--- config.mk ---
export PLATFORM = sky130hd
export DESIGN_NAME = work_break_timer
export DESIGN_NICKNAME = d
export VERILOG_FILES = /design/src/rtl/core/wbt_pkg.sv /design/src/rtl/core/wbt_core.sv /design/src/rtl/core/wbt_cfg.sv /design/src/rtl/core/work_break_timer.sv
export SDC_FILE = /design/constraint.sdc
export NUM_CORES = 1
export LEC_CHECK = 0
export BUFFER_PORTS_ARGS = -buffer_cell sky130_fd_sc_hd__buf_2
export CAP_MARGIN = 40
export CORE_ASPECT_RATIO = 0.9
export CORE_MARGIN = 2
export CORE_UTILIZATION = 50
export CTS_BUF_LIST = sky130_fd_sc_hd__clkbuf_8
export CTS_CLUSTER_DIAMETER = 120
export DETAILED_ROUTE_END_ITERATION = 8
export GPL_TIMING_DRIVEN = 0
export PLACE_DENSITY = 0.69
export SYNTH_ARGS = -nofsm -noshare
export SYNTH_HDL_FRONTEND = slang
export SYNTH_HIERARCHICAL = 1
export SYNTH_SLANG_ARGS = --single-unit
--- constraint.sdc ---
create_clock -name aclk -period 7.35 [get_ports aclk]
set_input_delay 1.1025 -clock aclk [delete_from_list [all_inputs] [get_ports aclk]]
set_output_delay 1.1025 -clock aclk [all_outputs]
set_load 0.01 [all_outputs]
--- src/rtl/core/wbt_pkg.sv ---
// ============================================================================
// wbt_pkg
// Shared types, codes and constants of the work / break timer.
// ============================================================================
package wbt_pkg;

    // Defaults of the top-level parameters
    localparam int HOUR_BITS_DEF         = 8;
    localparam int MAX_BREAK_MINUTES_DEF = 29;

    // Fixed field widths
    localparam int SEC_W      = 6;
    localparam int TENTH_W    = 4;
    localparam int WMIN_W     = 6;
    localparam int SHOWN_HR_W = 8;
    localparam int BMIN_OUT_W = 5;
    localparam int IN_DATA_W  = 8;
    localparam int OUT_DATA_W = 40;

    localparam logic [SEC_W-1:0]   SEC_MAX         = 6'd59;
    localparam logic [WMIN_W-1:0]  MIN_MAX         = 6'd59;
    localparam logic [TENTH_W-1:0] TENTH_MAX       = 4'd9;
    localparam logic [SEC_W-1:0]   BRK_SECS_RESET  = 6'd15;

    // Operating mode, one-hot
    typedef enum logic [3:0] {
        MODE_WORK  = 4'b0001,
        MODE_BREAK = 4'b0010,
        MODE_READY = 4'b0100,
        MODE_SET   = 4'b1000
    } mode_t;

    // Mode codes as shown on the result item
    localparam logic [1:0] CODE_WORK  = 2'd0;
    localparam logic [1:0] CODE_BREAK = 2'd1;
    localparam logic [1:0] CODE_READY = 2'd2;
    localparam logic [1:0] CODE_SET   = 2'd3;

    // Report codes
    localparam logic [1:0] REP_NONE      = 2'd0;
    localparam logic [1:0] REP_LINK_FAIL = 2'd1;
    localparam logic [1:0] REP_SEND_WORK = 2'd2;
    localparam logic [1:0] REP_SEND_BRK  = 2'd3;

    // One input item
    typedef struct packed {
        logic link_up;
        logic tick;
        logic step_up;
        logic go_setting;
        logic go_break;
        logic go_work;
    } item_t;

    // One result item
    typedef struct packed {
        logic [1:0]            report;
        logic                  alarm_drive;
        logic [SEC_W-1:0]      break_left_seconds;
        logic [BMIN_OUT_W-1:0] break_left_minutes;
        logic [SEC_W-1:0]      shown_seconds;
        logic [WMIN_W-1:0]     shown_minutes;
        logic [SHOWN_HR_W-1:0] shown_hours;
        logic [1:0]            cur_mode;
    } result_t;

    function automatic logic [1:0] mode_code(input mode_t m);
        logic [1:0] c;
        case (m)
            MODE_WORK:  c = CODE_WORK;
            MODE_BREAK: c = CODE_BREAK;
            MODE_READY: c = CODE_READY;
            MODE_SET:   c = CODE_SET;
            default:    c = CODE_READY;
        endcase
        return c;
    endfunction

endpackage

--- src/rtl/core/wbt_core.sv ---
// ============================================================================
// wbt_core
// Timer state and its single-pass update for one item.
// ============================================================================
module wbt_core #(
    parameter int HOUR_BITS         = wbt_pkg::HOUR_BITS_DEF,
    parameter int MAX_BREAK_MINUTES = wbt_pkg::MAX_BREAK_MINUTES_DEF
) (
    input  logic                        aclk,
    input  logic                        aresetn,
    input  logic                        step_en,
    input  wbt_pkg::item_t              item,
    input  logic [wbt_pkg::SEC_W-1:0]   ready_secs,
    output wbt_pkg::result_t            result
);
    import wbt_pkg::*;

    localparam int BMIN_W = $clog2(MAX_BREAK_MINUTES + 1);
    localparam int BMIN_X = (BMIN_W > BMIN_OUT_W) ? BMIN_W : BMIN_OUT_W;
    localparam int HR_X   = (HOUR_BITS > SHOWN_HR_W) ? HOUR_BITS : SHOWN_HR_W;
    localparam logic [BMIN_W-1:0] BMIN_MAX = BMIN_W'(MAX_BREAK_MINUTES);

    mode_t                mode_reg, mode_next;
    logic [TENTH_W-1:0]   wt_reg, wt_next, st_reg, st_next, bt_reg, bt_next;
    logic [SEC_W-1:0]     ws_reg, ws_next, ss_reg, ss_next;
    logic [SEC_W-1:0]     bs_reg, bs_next, ks_reg, ks_next;
    logic [WMIN_W-1:0]    wm_reg, wm_next, sm_reg, sm_next;
    logic [HOUR_BITS-1:0] wh_reg, wh_next, sh_reg, sh_next;
    logic [BMIN_W-1:0]    bm_reg, bm_next, km_reg, km_next;
    logic                 alarm_reg, alarm_next, drive_reg, drive_next;
    logic [1:0]           report;
    logic [HR_X-1:0]      hrs_ext;
    logic [BMIN_X-1:0]    bmin_ext;

    always_comb begin
        mode_next  = mode_reg;
        wt_next = wt_reg; ws_next = ws_reg; wm_next = wm_reg; wh_next = wh_reg;
        st_next = st_reg; ss_next = ss_reg; sm_next = sm_reg; sh_next = sh_reg;
        bt_next = bt_reg; bs_next = bs_reg; bm_next = bm_reg;
        ks_next = ks_reg; km_next = km_reg;
        alarm_next = alarm_reg;
        drive_next = drive_reg;
        report     = REP_NONE;

        // Button presses: green, then red, then blue
        if (item.go_work) begin
            if (mode_next != MODE_WORK) begin
                if (!item.link_up) begin
                    report = REP_LINK_FAIL;
                end else begin
                    alarm_next = 1'b0;
                    drive_next = 1'b0;
                    report     = REP_SEND_WORK;
                end
            end
            mode_next = MODE_WORK;
        end
        if (item.go_break) begin
            if (mode_next != MODE_BREAK) begin
                report = item.link_up ? REP_SEND_BRK : REP_LINK_FAIL;
            end
            mode_next = MODE_BREAK;
        end
        if (item.go_setting) begin
            mode_next = MODE_SET;
        end

        if (item.tick) begin
            // work stopwatch
            if (wt_next == TENTH_MAX) begin
                wt_next = '0;
                if (ws_next == SEC_MAX) begin
                    ws_next = '0;
                    if (wm_next == MIN_MAX) begin
                        wm_next = '0;
                        wh_next = wh_next + 1'b1;
                    end else begin
                        wm_next = wm_next + 1'b1;
                    end
                end else begin
                    ws_next = ws_next + 1'b1;
                end
            end else begin
                wt_next = wt_next + 1'b1;
            end

            // break countdown, clamps at zero
            if (mode_next == MODE_BREAK) begin
                if (bt_next == '0) begin
                    bt_next = TENTH_MAX;
                    if (bs_next == '0) begin
                        if (bm_next == '0) begin
                            bs_next    = '0;
                            alarm_next = 1'b1;
                        end else begin
                            bs_next = SEC_MAX;
                            bm_next = bm_next - 1'b1;
                        end
                    end else begin
                        bs_next = bs_next - 1'b1;
                    end
                end else begin
                    bt_next = bt_next - 1'b1;
                end
            end

            case (mode_next)
                MODE_WORK: begin
                    st_next = wt_next; ss_next = ws_next;
                    sm_next = wm_next; sh_next = wh_next;
                    bs_next = ks_next; bm_next = km_next;
                    alarm_next = 1'b0;
                end
                MODE_BREAK: begin
                    wt_next = st_next; ws_next = ss_next;
                    wm_next = sm_next; wh_next = sh_next;
                    if (alarm_next) begin
                        drive_next = 1'b1;
                    end
                end
                MODE_READY: begin
                    wt_next = '0; ws_next = '0; wm_next = '0; wh_next = '0;
                    bm_next = '0;
                    bs_next = ready_secs;
                end
                MODE_SET: begin
                    if (!alarm_next) begin
                        wt_next = st_next; ws_next = ss_next;
                        wm_next = sm_next; wh_next = sh_next;
                        if (item.step_up) begin
                            if (bs_next >= SEC_MAX) begin
                                if (bm_next >= BMIN_MAX) begin
                                    bm_next = '0;
                                end else begin
                                    bm_next = bm_next + 1'b1;
                                end
                                bs_next = '0;
                            end else begin
                                bs_next = bs_next + 1'b1;
                            end
                        end
                        if (item.go_setting) begin
                            if (bs_next == '0) begin
                                if (bm_next == '0) begin
                                    bs_next = '0;
                                end else begin
                                    bm_next = bm_next - 1'b1;
                                    bs_next = SEC_MAX;
                                end
                            end else begin
                                bs_next = bs_next - 1'b1;
                            end
                        end
                        km_next = bm_next;
                        ks_next = bs_next;
                    end
                end
                default: begin
                    mode_next = MODE_READY;
                end
            endcase
        end

        hrs_ext  = HR_X'(sh_next);
        bmin_ext = BMIN_X'(bm_next);
        result.cur_mode           = mode_code(mode_next);
        result.shown_hours        = hrs_ext[SHOWN_HR_W-1:0];
        result.shown_minutes      = sm_next;
        result.shown_seconds      = ss_next;
        result.break_left_minutes = bmin_ext[BMIN_OUT_W-1:0];
        result.break_left_seconds = bs_next;
        result.alarm_drive        = drive_next;
        result.report             = report;
    end

    always_ff @(posedge aclk) begin
        if (!aresetn) begin
            mode_reg  <= MODE_READY;
            wt_reg <= '0; ws_reg <= '0; wm_reg <= '0; wh_reg <= '0;
            st_reg <= '0; ss_reg <= '0; sm_reg <= '0; sh_reg <= '0;
            bt_reg <= '0; bs_reg <= BRK_SECS_RESET; bm_reg <= '0;
            ks_reg <= BRK_SECS_RESET; km_reg <= '0;
            alarm_reg <= 1'b0;
            drive_reg <= 1'b0;
        end else if (step_en) begin
            mode_reg  <= mode_next;
            wt_reg <= wt_next; ws_reg <= ws_next; wm_reg <= wm_next; wh_reg <= wh_next;
            st_reg <= st_next; ss_reg <= ss_next; sm_reg <= sm_next; sh_reg <= sh_next;
            bt_reg <= bt_next; bs_reg <= bs_next; bm_reg <= bm_next;
            ks_reg <= ks_next; km_reg <= km_next;
            alarm_reg <= alarm_next;
            drive_reg <= drive_next;
        end
    end

endmodule

--- src/rtl/core/wbt_cfg.sv ---
// ============================================================================
// wbt_cfg
// Ready-mode break seconds register, saturated to 59 on write.
// ============================================================================
module wbt_cfg (
    input  logic                      aclk,
    input  logic                      aresetn,
    input  logic                      cfg_we,
    input  logic [wbt_pkg::SEC_W-1:0] cfg_wdata,
    output logic [wbt_pkg::SEC_W-1:0] ready_secs
);
    import wbt_pkg::*;

    logic [SEC_W-1:0] ready_secs_reg, ready_secs_next;

    always_comb begin
        ready_secs_next = ready_secs_reg;
        if (cfg_we) begin
            ready_secs_next = (cfg_wdata > SEC_MAX) ? SEC_MAX : cfg_wdata;
        end
    end

    always_ff @(posedge aclk) begin
        if (!aresetn) begin
            ready_secs_reg <= BRK_SECS_RESET;
        end else begin
            ready_secs_reg <= ready_secs_next;
        end
    end

    assign ready_secs = ready_secs_reg;

endmodule

--- src/rtl/core/work_break_timer.sv ---
// ============================================================================
// work_break_timer
// Work stopwatch, break countdown with alarm, and break length setting.
// ============================================================================
// Pipeline: an accepted item is held in the input register; its result is
//   loaded into the result register and shown on m_ once that stage can take it.
// Throughput: one item per cycle unless m_tready stalls; one update pass each.
// Reset: aresetn low at a clock edge clears both stages, puts the timer in
//   ready mode with a 0:15 break and sets the register back to 15 seconds.
module work_break_timer #(
    parameter int HOUR_BITS         = wbt_pkg::HOUR_BITS_DEF,
    parameter int MAX_BREAK_MINUTES = wbt_pkg::MAX_BREAK_MINUTES_DEF
) (
    input  logic                           aclk,
    input  logic                           aresetn,
    // input item
    input  logic                           s_tvalid,
    output logic                           s_tready,
    // go_work, go_break, go_setting, step_up, tick, link_up, 2 bits zero
    input  logic [wbt_pkg::IN_DATA_W-1:0]  s_tdata,
    // result item
    output logic                           m_tvalid,
    input  logic                           m_tready,
    // cur_mode[1:0], shown_hours[9:2], shown_minutes[15:10],
    // shown_seconds[21:16], break_left_minutes[26:22],
    // break_left_seconds[32:27], alarm_drive[33], report[35:34], zeros
    output logic [wbt_pkg::OUT_DATA_W-1:0] m_tdata,
    // configuration: ready_break_seconds
    input  logic                           cfg_we,
    input  logic [wbt_pkg::SEC_W-1:0]      cfg_wdata
);
    import wbt_pkg::*;

    // Input stage
    logic    in_valid_reg, in_valid_next;
    item_t   in_item_reg;
    // Result stage
    logic    out_valid_reg, out_valid_next;
    result_t out_res_reg;

    logic             advance;
    logic             accept;
    result_t          step_res;
    logic [SEC_W-1:0] ready_secs;

    // Item in the input stage moves on when the result stage is free
    // or is being emptied this cycle.
    assign advance  = in_valid_reg && (!out_valid_reg || m_tready);
    assign s_tready = !in_valid_reg || advance;
    assign accept   = s_tvalid && s_tready;

    always_comb begin
        in_valid_next = in_valid_reg;
        if (accept) begin
            in_valid_next = 1'b1;
        end else if (advance) begin
            in_valid_next = 1'b0;
        end

        out_valid_next = out_valid_reg;
        if (advance) begin
            out_valid_next = 1'b1;
        end else if (m_tready) begin
            out_valid_next = 1'b0;
        end
    end

    always_ff @(posedge aclk) begin
        if (!aresetn) begin
            in_valid_reg  <= 1'b0;
            out_valid_reg <= 1'b0;
        end else begin
            in_valid_reg  <= in_valid_next;
            out_valid_reg <= out_valid_next;
        end
    end

    // payload registers
    always_ff @(posedge aclk) begin
        if (accept) begin
            in_item_reg <= item_t'(s_tdata[$bits(item_t)-1:0]);
        end
        if (advance) begin
            out_res_reg <= step_res;
        end
    end

    wbt_cfg u_cfg (
        .aclk       (aclk),
        .aresetn    (aresetn),
        .cfg_we     (cfg_we),
        .cfg_wdata  (cfg_wdata),
        .ready_secs (ready_secs)
    );

    // Timer state is committed only when the item leaves the input stage.
    wbt_core #(
        .HOUR_BITS         (HOUR_BITS),
        .MAX_BREAK_MINUTES (MAX_BREAK_MINUTES)
    ) u_core (
        .aclk       (aclk),
        .aresetn    (aresetn),
        .step_en    (advance),
        .item       (in_item_reg),
        .ready_secs (ready_secs),
        .result     (step_res)
    );

    assign m_tvalid = out_valid_reg;
    assign m_tdata  = OUT_DATA_W'(out_res_reg);

endmodule

==> impl_results.md <==
* Die Area at between 15000 and 20000 µm²
* Synth Instances at 837
* Starting density of the core at 0.510
* Multi-input logic area at 3840 µm²
* Reg area at slightly above 3000 µm²
* Asr flop ratio synth at 0
* Worst Path Required at roughly 7500 ps
* Largest area contributor in the netlist: dfxtp_1
* Kind of end point of the critical path: register
* Largest register FFs at 36
* Post-synthesis to final-layout area growth at 13.6%
* Final non-filler cell total at 1121
* Final Setup Violations at 0
* Largest net degree at the start of global routing at 24
* Hold_buf cts at 0
* Worst-path clk slew at roughly 70 ps
* RSZ-0062 raised after global routing: no
* HP Class: reg2reg
* Vias in the first global route at 6173
* Routability cong. at around 0.95
* DP Cell Count at 1089
* Antenna diodes at 0
* DP Wirelength at between 10000 and 15000 µm
* Post-synth top flop: dfxtp_1
* H-tree depth at 4
* Critical path startpoint category: register
* FILL cells at roughly 1300
* Status: completed
* Cts repair resizes at 0
* Max Clock Skew at 13.0 ps
* Fmax at 161 MHz
* Placed instance area at approximately 7700 µm²
* Power per cell area at roughly 200 nW/µm²
* Final-report hold violation count at 0
* CTS root buffer: clkbuf_8
* # Post-CTS Setup Buffers at 0
* GR Overflow Total at 0
* Slew Limit Fails at 0
* DRT iter0 DRCs at approximately 750
* Initial antenna violation count at 0
* WL/cell at 18.0 µm
* Die H at about 120 µm
* Final min period at around 6200 ps
* Slew margin rel. at 0.371
* Clock Path Buffers at 2
* Count leader, synth: nor2_1
* TNS Setup at 0 ps
* # Max-Cap Violations at 0
* Clock latency on the worst-skew pair at 440 ps
* Yosys reg bits at 130
* PortBufs at 53
* Commonest cells post-synth: nor2_1, nand2_1, dfxtp_1, o21ai_0
* Synthesized area at between 7000 and 8000 µm²
* Nets at between 900 and 1000
* Slew @ Worst Pin at between 900 and 1000 ps
* Routed vias/inst at a little over 6
* Share of post-route cells with drive strength above 1 at 0.127
* Pleak at approximately 2.9 nW
* Mean post-synth cell area at ~8.5 µm²
* Post-synth cell types at 86
* Total CTS buffers at 17
* Critical-path maximum fanout at 10
* Final antenna-violating net count at 0
* Core outline area at around 14000 µm²
* Post-synth EDFFs at between 40 and 50
* First-pass GRT wire length at between 30000 and 40000 µm
* Tcrit/Tclk final at 0.846
* Share of the synthesized area in the top cell type at 0.247
* Site Rows at a little over 40
* Aggregate routed wire length at ~20000 µm
* Tot GR Track Use at 0.271
* Post-route DRC violation count at 0
* Chip width at between 100 and 150 µm
* Drt pass-1 iters at 5
* Synth Warn # at 6
* CTS tree: yes
* Top post-synthesis cells by area: dfxtp_1, edfxtp_1, nor2_1
* Vias at between 6000 and 7000
* Final Instance Area at a little over 8000 µm²
* Critical path arrival at about 6400 ps
* Sequential share of the synthesized area at 0.423
* Io pins at 61
* Peak VDD IR at around 0.17 mV
* TritonCTS Sinks at 130
* Critical path type: reg2reg
-- stage by stage --
| step | setup WS (ps) | util | hold slack, ps | power, mW |
|---|---|---|---|---|
| 2_1_floorplan | 2630 | - | 437 | 0.955 |
| 5_1_grt | 818 | 0.579 | 488 | 1.69 |
| 3_5_place_dp | 1380 | 0.551 | 454 | 1.03 |
| 3_3_place_gp | 807 | 0.547 | 449 | 1.02 |
| 6_report | 1130 | 0.579 | 474 | 1.63 |
| 4_1_cts | 1350 | 0.579 | 465 | 1.63 |
-- path summary, 6_finish.rpt --
path | start | end | cells past startpoint | slack (ps)
hold reg to reg | u_core/km_reg[3] | u_core/km_reg[3] | 2 | 470
hold / removal | u_core/km_reg[3] | u_core/km_reg[3] | 2 | 470
setup reg to reg | in_item_reg[2] | m_tdata[27] | 21 | 1130
setup / recovery | in_item_reg[2] | m_tdata[27] | 21 | 1130
-- layout make-up --
type,instances,share of cell area
Multi-Input combinational cell,639,0.474
Sequential cell,130,0.373
Timing Repair Buffer,56,0.0381
Clock buffer,21,0.0356
Tap cell,193,0.0298
Buffer,52,0.0275
Clock inverter,11,0.0136
Inverter,19,0.00879
-- layer usage --
metal  GRT usage  part of all wire
met1       0.410              0.47
met2       0.387              0.43
met3      0.0611             0.081
met4      0.0759             0.015
met5           0                 0
-- power breakdown --
| part | total (mW) | internal [mW] | switching [mW] |
|---|---|---|---|
| Sequential | 0.788 | 0.768 | 0.0195 |
| Clock | 0.614 | 0.333 | 0.280 |
| Combinational | 0.229 | 0.0800 | 0.149 |
| Total | 1.63 | 1.18 | 0.449 |
-- layout by cell type, fill, tap and decap left out, types with 4 or more instances in the layout --
cell type / instances
dfxtp_1: 88
conb_1: 4
clkinv_2: 4
edfxtp_1: 42
o211ai_1: 11
nor2_1: 121
and4_1: 4
o31ai_1: 6
buf_2: 55
o21ai_0: 57
nand2b_1: 7
ha_1: 11
a31oi_1: 15
a221oi_1: 8
nor2b_1: 7
a2bb2oi_1: 4
nand3_1: 27
a211oi_1: 30
nand2_1: 93
xnor2_1: 17
or3_1: 9
nor3_1: 29
mux2i_1: 12
buf_4: 5
a22oi_1: 14
a22o_1: 4
a21oi_1: 44
clkbuf_8: 21
nand4_1: 10
and3_1: 4
xor2_1: 8
a21o_1: 7
clkbuf_1: 44
inv_1: 20
-- kinds of logic after synthesis --
family	share of synthesized area
AND/OR/NAND/NOR	0.233
AO/OA/AOI/OAI	0.230
flip-flops	0.423
buffers and inverters	0.0412
XOR/XNOR	0.0329
multiplexers	0.0200
adder cells (fa/ha/maj)	0.0193
other	0.000525
-- worst max-delay path: stages, from the launching register on --
cell      delay, ps
edfxtp_1        320
clkbuf_1        390
nor2_1          150
a21oi_1         580
clkbuf_1        390
clkbuf_1        460
a2111o_1        210
nand2_1         100
ha_1            280
inv_1            70
o221ai_1        100
o221a_2         210
nand2_1         270
clkbuf_1        420
nor2_1          100
a22oi_1         250
ha_1            230
o2111a_1        190
and3_1          260
a21oi_2         160
a21boi_0        570
a21oi_1         200
(Power assumes the default switching activity.)
